`config.mk`:
```
export PLATFORM = sky130hd
export DESIGN_NAME = sensor_message_field_parser
export DESIGN_NICKNAME = d
export VERILOG_FILES = /design/src/hdl/smfp_pkg.sv /design/src/hdl/sensor_message_field_parser.sv /design/src/hdl/smfp_parse.sv /design/src/hdl/smfp_calc.sv
export SDC_FILE = /design/constraint.sdc
export NUM_CORES = 2
export LEC_CHECK = 0
export BUFFER_PORTS_ARGS = -buffer_cell sky130_fd_sc_hd__buf_2
export CAP_MARGIN = 5
export CORE_MARGIN = 10
export CORE_UTILIZATION = 55
export CTS_CLUSTER_SIZE = 30
export DETAILED_ROUTE_END_ITERATION = 10
export PLACE_DENSITY = 0.76
export SYNTH_ARGS = -nofsm -noshare
export SYNTH_HDL_FRONTEND = slang
export SYNTH_SLANG_ARGS = --single-unit
```
`constraint.sdc`:
```
create_clock -name clk -period 11.6 [get_ports clk]
set_clock_uncertainty 0.15 [all_clocks]
set_input_delay 1.74 -clock clk [delete_from_list [all_inputs] [get_ports clk]]
set_output_delay 1.74 -clock clk [all_outputs]
set_load 0.01 [all_outputs]
```
`src/hdl/smfp_pkg.sv`:
```
`timescale 1ns / 1ps

package smfp_pkg;

    // Field storage
    localparam int FIELD_LIMIT = 7;
    localparam int IDX_W       = $clog2(FIELD_LIMIT + 1);

    // Field positions inside a packet
    localparam int FLD_NODE   = 0;
    localparam int FLD_SENSOR = 1;
    localparam int FLD_MTYPE  = 2;
    localparam int FLD_ACK    = 3;
    localparam int FLD_DTYPE  = 4;
    localparam int FLD_BRIGHT = 5;
    localparam int FLD_CCT    = 6;

    // Characters
    localparam logic [7:0] CHAR_SEP = 8'h3B;   // ';'
    localparam logic [7:0] CHAR_0   = 8'h30;   // '0'
    localparam logic [7:0] CHAR_9   = 8'h39;   // '9'

    // Number limits
    localparam logic [15:0] ACC_MAX    = 16'hFFFF;
    localparam logic [15:0] MTYPE_SET  = 16'd1;
    localparam logic [15:0] CCT_HIGH   = 16'd6500;
    localparam logic [15:0] CCT_LOW    = 16'd2700;
    localparam logic [6:0]  BRIGHT_MAX = 7'd100;
    localparam logic [9:0]  DUTY_FULL  = 10'd1000;
    localparam int          CCT_SCOPE  = 38;

    // Division by 38 as multiply and shift; exact for dividends up to 38000
    localparam int          DIV38_SHIFT = 21;
    localparam logic [31:0] DIV38_MUL   =
        32'(((2 ** DIV38_SHIFT) + CCT_SCOPE - 1) / CCT_SCOPE);

    // Division by 1000 as multiply and shift; exact for dividends up to 100000
    localparam int          DIV1K_SHIFT = 27;
    localparam logic [34:0] DIV1K_MUL   = 35'(((2 ** DIV1K_SHIFT) + 999) / 1000);

    // Configuration register reset values
    localparam logic [7:0] LIGHT_RST    = 8'd27;
    localparam logic [7:0] SOUND_RST    = 8'd33;
    localparam logic [7:0] TEMP_RST     = 8'd6;
    localparam logic [7:0] HUMIDITY_RST = 8'd7;
    localparam logic [7:0] DIMMER_RST   = 8'd4;

    localparam int CFG_IDX_W = 3;

    typedef enum logic [CFG_IDX_W-1:0] {
        CFG_LIGHT    = 3'd0,
        CFG_SOUND    = 3'd1,
        CFG_TEMP     = 3'd2,
        CFG_HUMIDITY = 3'd3,
        CFG_DIMMER   = 3'd4
    } cfg_index_t;

    typedef logic [15:0] word_t;
    typedef word_t [FIELD_LIMIT-1:0] field_arr_t;

    typedef struct packed {
        logic [7:0] light;
        logic [7:0] sound;
        logic [7:0] temp;
        logic [7:0] humidity;
        logic [7:0] dimmer;
    } type_codes_t;

    // Result fields that ride along the math pipeline
    typedef struct packed {
        word_t node_id;
        word_t sensor_id;
        word_t msg_kind;
        word_t ack_flag;
        word_t dev_kind;
        word_t sensor_value;
        logic  value_valid;
        logic  light_update;
    } hdr_t;

endpackage

```
`src/hdl/sensor_message_field_parser.sv`:
```
`timescale 1ns / 1ps

// Throughput: one byte per cycle, except while an end-of-packet byte waits for a held
// snapshot. The input register, the packet snapshot and four math stages (decode, two
// reciprocal multiplies, the duty products) each hold one item. Reset (rst_n, async,
// active low) restores the device type codes to 27, 33, 6, 7, 4, clears the parse
// state and the held sensor value, and empties all stages.
module sensor_message_field_parser
(
    input  logic                              clk,
    input  logic                              rst_n,
    // s_tdata: [7:0] text_byte
    input  logic [7:0]                        s_tdata,
    // s_tlast: end_of_packet
    input  logic                              s_tlast,
    input  logic                              s_tvalid,
    output logic                              s_tready,
    // m_tdata: [15:0] node_id, [31:16] sensor_id, [47:32] msg_kind,
    //          [63:48] ack_flag, [79:64] dev_kind, [95:80] sensor_value,
    //          [102:96] warm_duty, [109:103] cold_duty, [111:110] zero
    output logic [111:0]                      m_tdata,
    // m_tuser: [0] value_valid, [1] light_update
    output logic [1:0]                        m_tuser,
    output logic                              m_tvalid,
    input  logic                              m_tready,
    input  logic                              cfg_valid,
    output logic                              cfg_ready,
    input  logic [smfp_pkg::CFG_IDX_W-1:0]    cfg_index,
    input  logic [7:0]                        cfg_data
);
    import smfp_pkg::*;

    type_codes_t codes_reg;
    field_arr_t  snap_fields;
    logic        snap_valid;
    logic        snap_ready;
    hdr_t        res_hdr;
    logic [6:0]  res_warm;
    logic [6:0]  res_cold;

    // Configuration registers
    assign cfg_ready = 1'b1;

    always_ff @(posedge clk or negedge rst_n)
    begin
        if (!rst_n)
        begin
            codes_reg.light    <= LIGHT_RST;
            codes_reg.sound    <= SOUND_RST;
            codes_reg.temp     <= TEMP_RST;
            codes_reg.humidity <= HUMIDITY_RST;
            codes_reg.dimmer   <= DIMMER_RST;
        end
        else if (cfg_valid)
        begin
            case (cfg_index)
                CFG_LIGHT:    codes_reg.light    <= cfg_data;
                CFG_SOUND:    codes_reg.sound    <= cfg_data;
                CFG_TEMP:     codes_reg.temp     <= cfg_data;
                CFG_HUMIDITY: codes_reg.humidity <= cfg_data;
                CFG_DIMMER:   codes_reg.dimmer   <= cfg_data;
                default:      ;
            endcase
        end
    end

    smfp_parse u_parse
    (
        .clk         (clk),
        .rst_n       (rst_n),
        .s_tdata     (s_tdata),
        .s_tlast     (s_tlast),
        .s_tvalid    (s_tvalid),
        .s_tready    (s_tready),
        .snap_fields (snap_fields),
        .snap_valid  (snap_valid),
        .snap_ready  (snap_ready)
    );

    smfp_calc u_calc
    (
        .clk         (clk),
        .rst_n       (rst_n),
        .codes       (codes_reg),
        .snap_fields (snap_fields),
        .snap_valid  (snap_valid),
        .snap_ready  (snap_ready),
        .res_hdr     (res_hdr),
        .res_warm    (res_warm),
        .res_cold    (res_cold),
        .res_valid   (m_tvalid),
        .res_ready   (m_tready)
    );

    // Result packing
    assign m_tdata = {2'b00, res_cold, res_warm, res_hdr.sensor_value,
                      res_hdr.dev_kind, res_hdr.ack_flag, res_hdr.msg_kind,
                      res_hdr.sensor_id, res_hdr.node_id};
    assign m_tuser = {res_hdr.light_update, res_hdr.value_valid};

endmodule

```
`src/hdl/smfp_parse.sv`:
```
`timescale 1ns / 1ps

module smfp_parse
(
    input  logic                   clk,
    input  logic                   rst_n,
    input  logic [7:0]             s_tdata,
    input  logic                   s_tlast,
    input  logic                   s_tvalid,
    output logic                   s_tready,
    output smfp_pkg::field_arr_t   snap_fields,
    output logic                   snap_valid,
    input  logic                   snap_ready
);
    import smfp_pkg::*;

    logic             in_valid_reg;
    logic [7:0]       in_byte_reg;
    logic             in_eop_reg;

    logic [IDX_W-1:0] idx_reg, idx_next;
    logic [15:0]      acc_reg, acc_next;
    logic             ended_reg, ended_next;
    field_arr_t       fields_reg, fields_next;

    logic             snap_valid_reg;
    field_arr_t       snap_fields_reg;

    logic             advance;
    logic             fire;
    logic             is_sep;
    logic             is_digit;
    logic [19:0]      acc_sum;
    logic [15:0]      acc_after;
    logic [IDX_W-1:0] idx_after;
    field_arr_t       fields_w;
    field_arr_t       snap_w;

    // The byte in the input register moves on unless it ends a packet
    // and the snapshot register is still held
    assign advance  = !in_eop_reg || !snap_valid_reg || snap_ready;
    assign fire     = in_valid_reg && advance;
    assign s_tready = !in_valid_reg || advance;

    // Input register
    always_ff @(posedge clk or negedge rst_n)
    begin
        if (!rst_n)
        begin
            in_valid_reg <= 1'b0;
        end
        else if (s_tready)
        begin
            in_valid_reg <= s_tvalid;
        end
    end

    always_ff @(posedge clk)
    begin
        if (s_tready && s_tvalid)
        begin
            in_byte_reg <= s_tdata;
            in_eop_reg  <= s_tlast;
        end
    end

    // One parse step for the byte in the input register
    always_comb
    begin
        is_sep   = (in_byte_reg == CHAR_SEP);
        is_digit = (in_byte_reg inside {[CHAR_0:CHAR_9]});
        acc_sum  = 20'({acc_reg, 3'b000}) + 20'({acc_reg, 1'b0})
                 + 20'(in_byte_reg - CHAR_0);

        if (is_sep)
            acc_after = '0;
        else if (is_digit && !ended_reg)
            acc_after = (acc_sum > 20'(ACC_MAX)) ? ACC_MAX : acc_sum[15:0];
        else
            acc_after = acc_reg;

        ended_next = !is_sep && (ended_reg || !is_digit);

        if (is_sep && (idx_reg < IDX_W'(FIELD_LIMIT)))
            idx_after = idx_reg + 1'b1;
        else
            idx_after = idx_reg;

        // Separator closes the current field; end of packet closes the next
        for (int i = 0; i < FIELD_LIMIT; i++)
        begin
            fields_w[i] = (is_sep && idx_reg == IDX_W'(i)) ? acc_reg : fields_reg[i];
            snap_w[i]   = (idx_after == IDX_W'(i)) ? acc_after : fields_w[i];
        end

        if (in_eop_reg)
        begin
            idx_next    = '0;
            acc_next    = '0;
            ended_next  = 1'b0;
            fields_next = '0;
        end
        else
        begin
            idx_next    = idx_after;
            acc_next    = acc_after;
            fields_next = fields_w;
        end
    end

    // Parse state
    always_ff @(posedge clk or negedge rst_n)
    begin
        if (!rst_n)
        begin
            idx_reg    <= '0;
            acc_reg    <= '0;
            ended_reg  <= 1'b0;
            fields_reg <= '0;
        end
        else if (fire)
        begin
            idx_reg    <= idx_next;
            acc_reg    <= acc_next;
            ended_reg  <= ended_next;
            fields_reg <= fields_next;
        end
    end

    // Snapshot register: all fields of a finished packet
    always_ff @(posedge clk or negedge rst_n)
    begin
        if (!rst_n)
        begin
            snap_valid_reg <= 1'b0;
        end
        else if (!snap_valid_reg || snap_ready)
        begin
            snap_valid_reg <= in_valid_reg && in_eop_reg;
        end
    end

    always_ff @(posedge clk)
    begin
        if (fire && in_eop_reg)
        begin
            snap_fields_reg <= snap_w;
        end
    end

    assign snap_valid  = snap_valid_reg;
    assign snap_fields = snap_fields_reg;

endmodule

```
`src/hdl/smfp_calc.sv`:
```
`timescale 1ns / 1ps

module smfp_calc
(
    input  logic                   clk,
    input  logic                   rst_n,
    input  smfp_pkg::type_codes_t  codes,
    input  smfp_pkg::field_arr_t   snap_fields,
    input  logic                   snap_valid,
    output logic                   snap_ready,
    output smfp_pkg::hdr_t         res_hdr,
    output logic [6:0]             res_warm,
    output logic [6:0]             res_cold,
    output logic                   res_valid,
    input  logic                   res_ready
);
    import smfp_pkg::*;

    logic        adv2, adv3, adv4, adv_out;

    logic [15:0] held_reg;

    logic        s2_valid_reg;
    hdr_t        s2_hdr_reg;
    logic [6:0]  s2_bright_reg;
    logic [15:0] s2_t_reg;

    logic        s3_valid_reg;
    hdr_t        s3_hdr_reg;
    logic [6:0]  s3_bright_reg;
    logic [9:0]  s3_w_reg;

    logic        s4_valid_reg;
    hdr_t        s4_hdr_reg;
    logic [16:0] s4_warm_p_reg;
    logic [16:0] s4_cold_p_reg;

    logic        out_valid_reg;
    hdr_t        out_hdr_reg;
    logic [6:0]  out_warm_reg;
    logic [6:0]  out_cold_reg;

    logic        is_set;
    logic        light_hit;
    logic        sens_hit;
    logic [15:0] f_dtype;
    logic [15:0] f_bright;
    logic [15:0] f_cct;
    logic [15:0] cct;
    logic [11:0] cct_ofs;
    logic [15:0] t_val;
    logic [6:0]  bright;
    hdr_t        hdr1;
    logic [31:0] w_prod;
    logic [9:0]  inv_w;
    logic [16:0] warm_p;
    logic [16:0] cold_p;
    logic [34:0] warm_q;
    logic [34:0] cold_q;

    // Stage handshakes: a stage moves when the one after it has room
    assign adv_out    = !out_valid_reg || res_ready;
    assign adv4       = !s4_valid_reg || adv_out;
    assign adv3       = !s3_valid_reg || adv4;
    assign adv2       = !s2_valid_reg || adv3;
    assign snap_ready = adv2;

    // Stage 1: decode the device type, clamp brightness and color temperature
    always_comb
    begin
        f_dtype  = snap_fields[FLD_DTYPE];
        f_bright = snap_fields[FLD_BRIGHT];
        f_cct    = snap_fields[FLD_CCT];

        is_set    = (snap_fields[FLD_MTYPE] == MTYPE_SET);
        light_hit = is_set && (f_dtype == 16'(codes.light));
        sens_hit  = is_set && !light_hit &&
                    ((f_dtype == 16'(codes.sound)) || (f_dtype == 16'(codes.temp)) ||
                     (f_dtype == 16'(codes.humidity)) || (f_dtype == 16'(codes.dimmer)));

        // Brightness of zero gives zero duties when no light is addressed
        if (!light_hit)
            bright = '0;
        else if (f_bright > 16'(BRIGHT_MAX))
            bright = BRIGHT_MAX;
        else
            bright = f_bright[6:0];

        if (f_cct > CCT_HIGH)
            cct = CCT_HIGH;
        else if (f_cct < CCT_LOW)
            cct = CCT_LOW;
        else
            cct = f_cct;

        cct_ofs = 12'(cct - CCT_LOW);
        t_val   = 16'({4'b0000, cct_ofs} << 3) + 16'({4'b0000, cct_ofs} << 1);

        hdr1.node_id      = snap_fields[FLD_NODE];
        hdr1.sensor_id    = snap_fields[FLD_SENSOR];
        hdr1.msg_kind     = snap_fields[FLD_MTYPE];
        hdr1.ack_flag     = snap_fields[FLD_ACK];
        hdr1.dev_kind     = f_dtype;
        hdr1.sensor_value = sens_hit ? f_bright : held_reg;
        hdr1.value_valid  = sens_hit;
        hdr1.light_update = light_hit;
    end

    // Held sensor value, updated in packet order
    always_ff @(posedge clk or negedge rst_n)
    begin
        if (!rst_n)
        begin
            held_reg <= '0;
        end
        else if (snap_valid && adv2 && sens_hit)
        begin
            held_reg <= f_bright;
        end
    end

    // Stage 2: divide by 38 through a reciprocal multiply
    assign w_prod = 32'(s2_t_reg) * DIV38_MUL;

    // Stage 3: duty products
    assign inv_w  = DUTY_FULL - s3_w_reg;
    assign warm_p = 17'(inv_w) * 17'(s3_bright_reg);
    assign cold_p = 17'(s3_w_reg) * 17'(s3_bright_reg);

    // Stage 4: divide by 1000 through a reciprocal multiply
    assign warm_q = 35'(s4_warm_p_reg) * DIV1K_MUL;
    assign cold_q = 35'(s4_cold_p_reg) * DIV1K_MUL;

    // Valid bits
    always_ff @(posedge clk or negedge rst_n)
    begin
        if (!rst_n)
        begin
            s2_valid_reg  <= 1'b0;
            s3_valid_reg  <= 1'b0;
            s4_valid_reg  <= 1'b0;
            out_valid_reg <= 1'b0;
        end
        else
        begin
            if (adv2)
                s2_valid_reg <= snap_valid;
            if (adv3)
                s3_valid_reg <= s2_valid_reg;
            if (adv4)
                s4_valid_reg <= s3_valid_reg;
            if (adv_out)
                out_valid_reg <= s4_valid_reg;
        end
    end

    // Payload registers
    always_ff @(posedge clk)
    begin
        if (adv2)
        begin
            s2_hdr_reg    <= hdr1;
            s2_bright_reg <= bright;
            s2_t_reg      <= t_val;
        end
        if (adv3)
        begin
            s3_hdr_reg    <= s2_hdr_reg;
            s3_bright_reg <= s2_bright_reg;
            s3_w_reg      <= w_prod[DIV38_SHIFT +: 10];
        end
        if (adv4)
        begin
            s4_hdr_reg    <= s3_hdr_reg;
            s4_warm_p_reg <= warm_p;
            s4_cold_p_reg <= cold_p;
        end
        if (adv_out)
        begin
            out_hdr_reg  <= s4_hdr_reg;
            out_warm_reg <= warm_q[DIV1K_SHIFT +: 7];
            out_cold_reg <= cold_q[DIV1K_SHIFT +: 7];
        end
    end

    assign res_valid = out_valid_reg;
    assign res_hdr   = out_hdr_reg;
    assign res_warm  = out_warm_reg;
    assign res_cold  = out_cold_reg;

endmodule
```
# Word-level counts from Yosys, hierarchy flattened
# Cells that the tools add are included.
# op_classes
addsub	7
n_mul	5
magnitude_cmp	7
eq_ne	23
muxes	26
bitwise_logic	1
reduce_logical	52
# op_table
op	n
$mux 16	19
$mux 112	1
$eq 16x8->1	5
$mul 17x17->33 const B	2
$mul 10x7->17	2
$mul 16x16->31 const B	1
$mux 12	2
$eq 3x3->1 const B	7
$add 19x17->20	1
$add 20x20->20	1
$gt 20x16->1 const B	1
$logic_and 1x1->1	20
$eq 3x2->1 const B	6
$add 15x13->16	1
$eq 16x1->1 const B	1
$gt 16x13->1 const B	1
$gt 16x7->1 const B	1
$lt 16x12->1 const B	1
$logic_or 1x1->1	12
$sub 12x12->12 const B	1
$logic_not 1->1	11
$reduce_and 2->1	5
$sub 10x10->10 const A	1
$eq 3x1->1 const B	3
other kinds (12)	15
# word_totals
register_bits	795
in_bits	25
out_inout_bits	117
wordCells	193

# Logic depth before layout (Yosys ltp)
# logic_depth
word_depth	8
ltp_mapped	22
depth_no_buf	21

# Hierarchy
# A second synthesis with hierarchy kept.
# hier_totals
hier_cells	3846
hier_area_um2	47364.2
# modules_own_cells
mod	n_inst	cells_per_inst	area_each_um2
smfp_calc	1	2419	32278.5
smfp_parse	1	1334	13511.7
sensor_message_field_parser	1	93	1574.0

# Least setup slack after synthesis
# No wires, ideal clock.
# synth_path
path_type	input -> register
from	input m_tready
to	register u_parse.snap_fields_reg, in the netlist u_parse.snap_fields[0] (enable)
setup_ns	0.584
arrival_ns	9.624
required_ns	10.866
setup_slack_ns	1.242
path_stages	5
path_buffers	0
cell_sequence	nor2b_1 -> and2_1 -> nand3_1 -> nor2_1 -> nor2_1
# synth_between
elab_chain_len	7
# synth_rtl
item	line	rtl
start, declared	sensor_message_field_parser.sv:25	input logic m_tready,
$logic_or 1x1->1	smfp_calc.sv:62	assign adv_out = !out_valid_reg || res_ready;
$logic_or 1x1->1	smfp_calc.sv:63	assign adv4 = !s4_valid_reg || adv_out;
$logic_or 1x1->1	smfp_calc.sv:64	assign adv3 = !s3_valid_reg || adv4;
$logic_or 1x1->1	smfp_calc.sv:65	assign adv2 = !s2_valid_reg || adv3;
via snap_ready	sensor_message_field_parser.sv:36	logic snap_ready;
$logic_or 1x1->1	smfp_parse.sv:41	assign advance = !in_eop_reg || !snap_valid_reg || snap_ready;
$logic_and 1x1->1	smfp_parse.sv:42	assign fire = in_valid_reg && advance;
$logic_and 1x1->1	smfp_parse.sv:145	if (fire && in_eop_reg)
end signal, assigned	smfp_parse.sv:147	snap_fields_reg <= snap_w;
end, declared	smfp_parse.sv:27	field_arr_t snap_fields_reg;
# The timed path passes the listed nets, and every way through them passes these cells.
# A chain may end at the register's enable or synchronous reset.

# Worst setup path after layout
# layout_path
from	register u_calc.s4_warm_p_reg[6]
to	register u_calc.out_warm_reg[6] (netlist: u_calc.res_warm[6]) (data pin)
# layout_between
elab_chain_len	1
# layout_rtl
item	line	rtl
start, declared	smfp_calc.sv:35	logic [16:0] s4_warm_p_reg;
start signal, assigned	smfp_calc.sv:175	s4_warm_p_reg <= warm_p;
$mul 17x17->33	smfp_calc.sv:131	assign warm_q = 35'(s4_warm_p_reg) * DIV1K_MUL;
via u_calc.warm_q[33]	smfp_calc.sv:58	logic [34:0] warm_q;
end signal, assigned	smfp_calc.sv:181	out_warm_reg <= warm_q[DIV1K_SHIFT +: 7];
end, declared	smfp_calc.sv:40	logic [6:0] out_warm_reg;
# The timed path passes the listed nets, and every way through them passes these cells.

==> results.sh <==
export IMPL_synth_seq_cells=793
export IMPL_cts_max_level=3
export IMPL_cp_data_arrival_time_ns=6.56
export IMPL_p_int_uw=6660
export IMPL_postCtsHoldBufs=0
export IMPL_yosys_area_share_simple=0.0670
export IMPL_clock_latency_ns=0.67
export IMPL_yosys_warnings=0
export IMPL_min_path_type="flop to flop"
export IMPL_crit_cells=16
export IMPL_synthCells=3628
export IMPL_r2r_start="u_calc.s4_warm_p_reg[6]$_DFFE_PP_"
export IMPL_finalSetupTns_ns=0
export IMPL_die_area_um2=96000
export IMPL_dp_cells=4751
export IMPL_max_stage_delay_ns=0.56
export IMPL_cpMostUsedCell="fa_1"
export IMPL_grt_max_degree=116
export IMPL_stdcell_count=4904
export IMPL_worst_pin_slew_ns=1.34
export IMPL_pwr_share_seq=0.352
export IMPL_detail_route_antenna_nets=0
export IMPL_p_switching_uw=3760
export IMPL_root_buffer="clkbuf_16"
export IMPL_syn_to_final_growth_pct=9.89
export IMPL_grt_pass1_vias=30100
export IMPL_post_cts_buffers=0
export IMPL_path_cells="ha_1, ha_1, fa_1, inv_1, fa_1, fa_1, inv_1, fa_1, ha_1, nand4_1, nor4_1, o2111ai_1, a311oi_1, o21ai_0, a2111oi_0, xor2_1"
export IMPL_diodes=0
export IMPL_r2r_end="u_calc.res_warm[6]$_DFFE_PP_"
export IMPL_setup_viol=0
export IMPL_critical_path_peak_fanout=6
export IMPL_synthTopCellsByCount="edfxtp_1 (599), inv_1 (513), ha_1 (505), fa_1 (267), nand2_1 (257)"
export IMPL_synth_fa_ha_area_frac=0.252
export IMPL_grtUsageMet2=0.376
export IMPL_grt_antenna_before_repair=2
export IMPL_drive_above_1_share=0.111
export IMPL_critPathKind="flop to flop"
export IMPL_die_h_um=310
export IMPL_numCtsBuffers=82
export IMPL_crit_end="u_calc.res_warm[6]$_DFFE_PP_"
export IMPL_io_pins=142
export IMPL_syn_area_um2=46200
export IMPL_clkSinkCount=793
export IMPL_die_x_um=310
export IMPL_hold_start="u_calc.s4_hdr_reg[82]$_DFFE_PP_"
export IMPL_crit_path_end_kind="flop"
export IMPL_p_per_area_nw_per_um2=205
export IMPL_synth_async_reset_ratio=0.245
export IMPL_status="completed"
export IMPL_r2r_slack_ns=5.26
export IMPL_p_comb_frac=0.394
export IMPL_vias=29000
export IMPL_cp_slowest_cell="fa_1"
export IMPL_final_nets=4552
export IMPL_drtIter0Drc=2439
export IMPL_synth_xor_area_share=0.0246
export IMPL_power_leakage_uw=0.0235
export IMPL_synth_top_family_by_area="adder cells"
export IMPL_clockBufferDepth=3
export IMPL_synth_main_ff_cell="edfxtp_1"
export IMPL_post_cts_resized=0
export IMPL_yosysSeqAreaShare=0.495
export IMPL_synth_top_area_frac=0.389
export IMPL_use_met3=0.0476
export IMPL_slew_headroom=0.0975
export IMPL_start_util=0.554
export IMPL_drt_total_wl_um=108000
export IMPL_core_area_um2=83400
export IMPL_clk_pin_slew_ns=0.06
export IMPL_final_area_um2=50800
export IMPL_hold_viol_final=0
export IMPL_post_route_period_util=0.547
export IMPL_rsz0062_at_grt="false"
export IMPL_drv_cap=0
export IMPL_rr_worst_depth=16
export IMPL_cp_required_ns=11.82
export IMPL_syn_avg_cell_area_um2=12.7
export IMPL_swShare=0.361
export IMPL_path_buf_inv=2
export IMPL_met1_usage=0.288
export IMPL_synth_area_leaders="edfxtp_1 (39%), ha_1 (14%), fa_1 (12%)"
export IMPL_cp_top_family="adder cells"
export IMPL_clock_fmax_mhz=158
export IMPL_crit_start="u_calc.s4_warm_p_reg[6]$_DFFE_PP_"
export IMPL_track_usage=0.227
export IMPL_grt_overflow_total=0
export IMPL_wire_per_inst_um=21.9
export IMPL_grt_busiest_layer="met2"
export IMPL_synth_compound_area_share=0.0893
export IMPL_io_buffers=138
export IMPL_dpl_hpwl_um=77400
export IMPL_fillers=6349
export IMPL_first_pass_iters=7
export IMPL_vdd_drop_max_mv=0.233
export IMPL_synth_top_area_cell="edfxtp_1"
export IMPL_synth_distinct_cells=85
export IMPL_core_rowCount=106
export IMPL_synth_mux_area_frac=0.0186
export IMPL_vias_per_cell=5.92
export IMPL_gp_congestion=0.969
export IMPL_grt_pass1_wl_um=169000
export IMPL_drv_slew=0
export IMPL_start_kind="flop"
export IMPL_synth_edf_count=599
export IMPL_pwr_share_clk=0.254
export IMPL_cts_tree="built"
export IMPL_synth_most_common_cell="edfxtp_1"
export IMPL_place_area_um2=48000
export IMPL_min_period_ns=6.34
export IMPL_drc=0
==> through the flow <==
step	setup WS, ns	hold WS (ns)	util	power, µW
2_1_floorplan	1.24	0.250	-	6670
4_1_cts	5.17	0.260	0.609	10500
3_5_place_dp	5.20	0.255	0.576	7830
5_1_grt	4.88	0.264	0.609	11300
6_report	5.26	0.260	0.609	10400
3_3_place_gp	5.30	0.251	0.576	7660
==> layout make-up <==
class | instances | area, µm² | share of cell area
sequential | 793 | 22900 | 0.450
multi-input combinational | 2194 | 21000 | 0.413
clock buffer | 102 | 2180 | 0.0429
inverter | 514 | 1940 | 0.0381
tap | 1080 | 1350 | 0.0266
timing repair buffer | 170 | 940 | 0.0185
clock inverter | 51 | 566 | 0.0111
==> power groups by stage <==
stage          clock network (µW)  logic, µW  registers, µW
6_report                     2650       4110           3670
4_1_cts                      2700       4170           3670
3_3_place_gp                    0       3950           3710
5_1_grt                      2820       4830           3690
3_5_place_dp                    0       4110           3720
2_1_floorplan                   0       3050           3620
==> worst reg2reg max path: stages (launching register included) <==
cell and delay [ns]:
edfxtp_1 0.52, ha_1 0.35, ha_1 0.23, fa_1 0.54
inv_1 0.05, fa_1 0.47, fa_1 0.56, inv_1 0.06
fa_1 0.43, ha_1 0.28, nand4_1 0.13, nor4_1 0.54
o2111ai_1 0.40, a311oi_1 0.52, o21ai_0 0.22, a2111oi_0 0.50
xor2_1 0.13
==> worst min-delay path by stage <==
stage,depth (start not counted),endpoint
after floorplan,0,u_calc.res_hdr[0]$_DFFE_PP_
after global placement,0,u_calc.s3_hdr_reg[76]$_DFFE_PP_
after detailed placement,0,u_calc.res_hdr[25]$_DFFE_PP_
after CTS,0,u_calc.s3_hdr_reg[71]$_DFFE_PP_
after global routing,0,u_calc.s4_hdr_reg[33]$_DFFE_PP_
final,0,u_calc.res_hdr[82]$_DFFE_PP_
==> layout by cell type (no fill, tap or decap), drive strengths merged, types with 10 or more instances in the layout <==
cell	instances
edfxtp	599
inv	518
ha	505
fa	267
nand2	257
dfrtp	182
buf	169
a21oi	138
o221ai	108
o21ai	104
clkbuf	103
nor2	93
xnor2	93
mux2	72
a22o	60
and2	60
a31oi	46
xor2	35
clkinv	34
a21o	33
nand3	31
nor3	27
nor4	26
and3	25
nor2b	20
nand4	19
a211oi	16
o31ai	15
nand2b	14
or3	13
nor4b	13
dfstp	12
o21a	10
==> kinds of logic (layout without fill, tap and decap cells) <==
group | count (synthesis) | count (layout)
muxes | 77 | 77
AOI/OAI and AO/OA | 595 | 595
adders and majority gates | 772 | 772
other | 2 | 3
xor gates and xnor gates | 128 | 128
buffers and inverters | 642 | 837
DFF | 793 | 793
and+or+nand+nor | 619 | 619
==> per-layer routing <==
layer | vias up | routed length [µm]
met5 | - | 22
met4 | 4 | 4700
met3 | 324 | 8650
met2 | 1165 | 52000
met1 | 14400 | 42200
li1 | 13100 | -
Power figures use the tool's default switching activity.
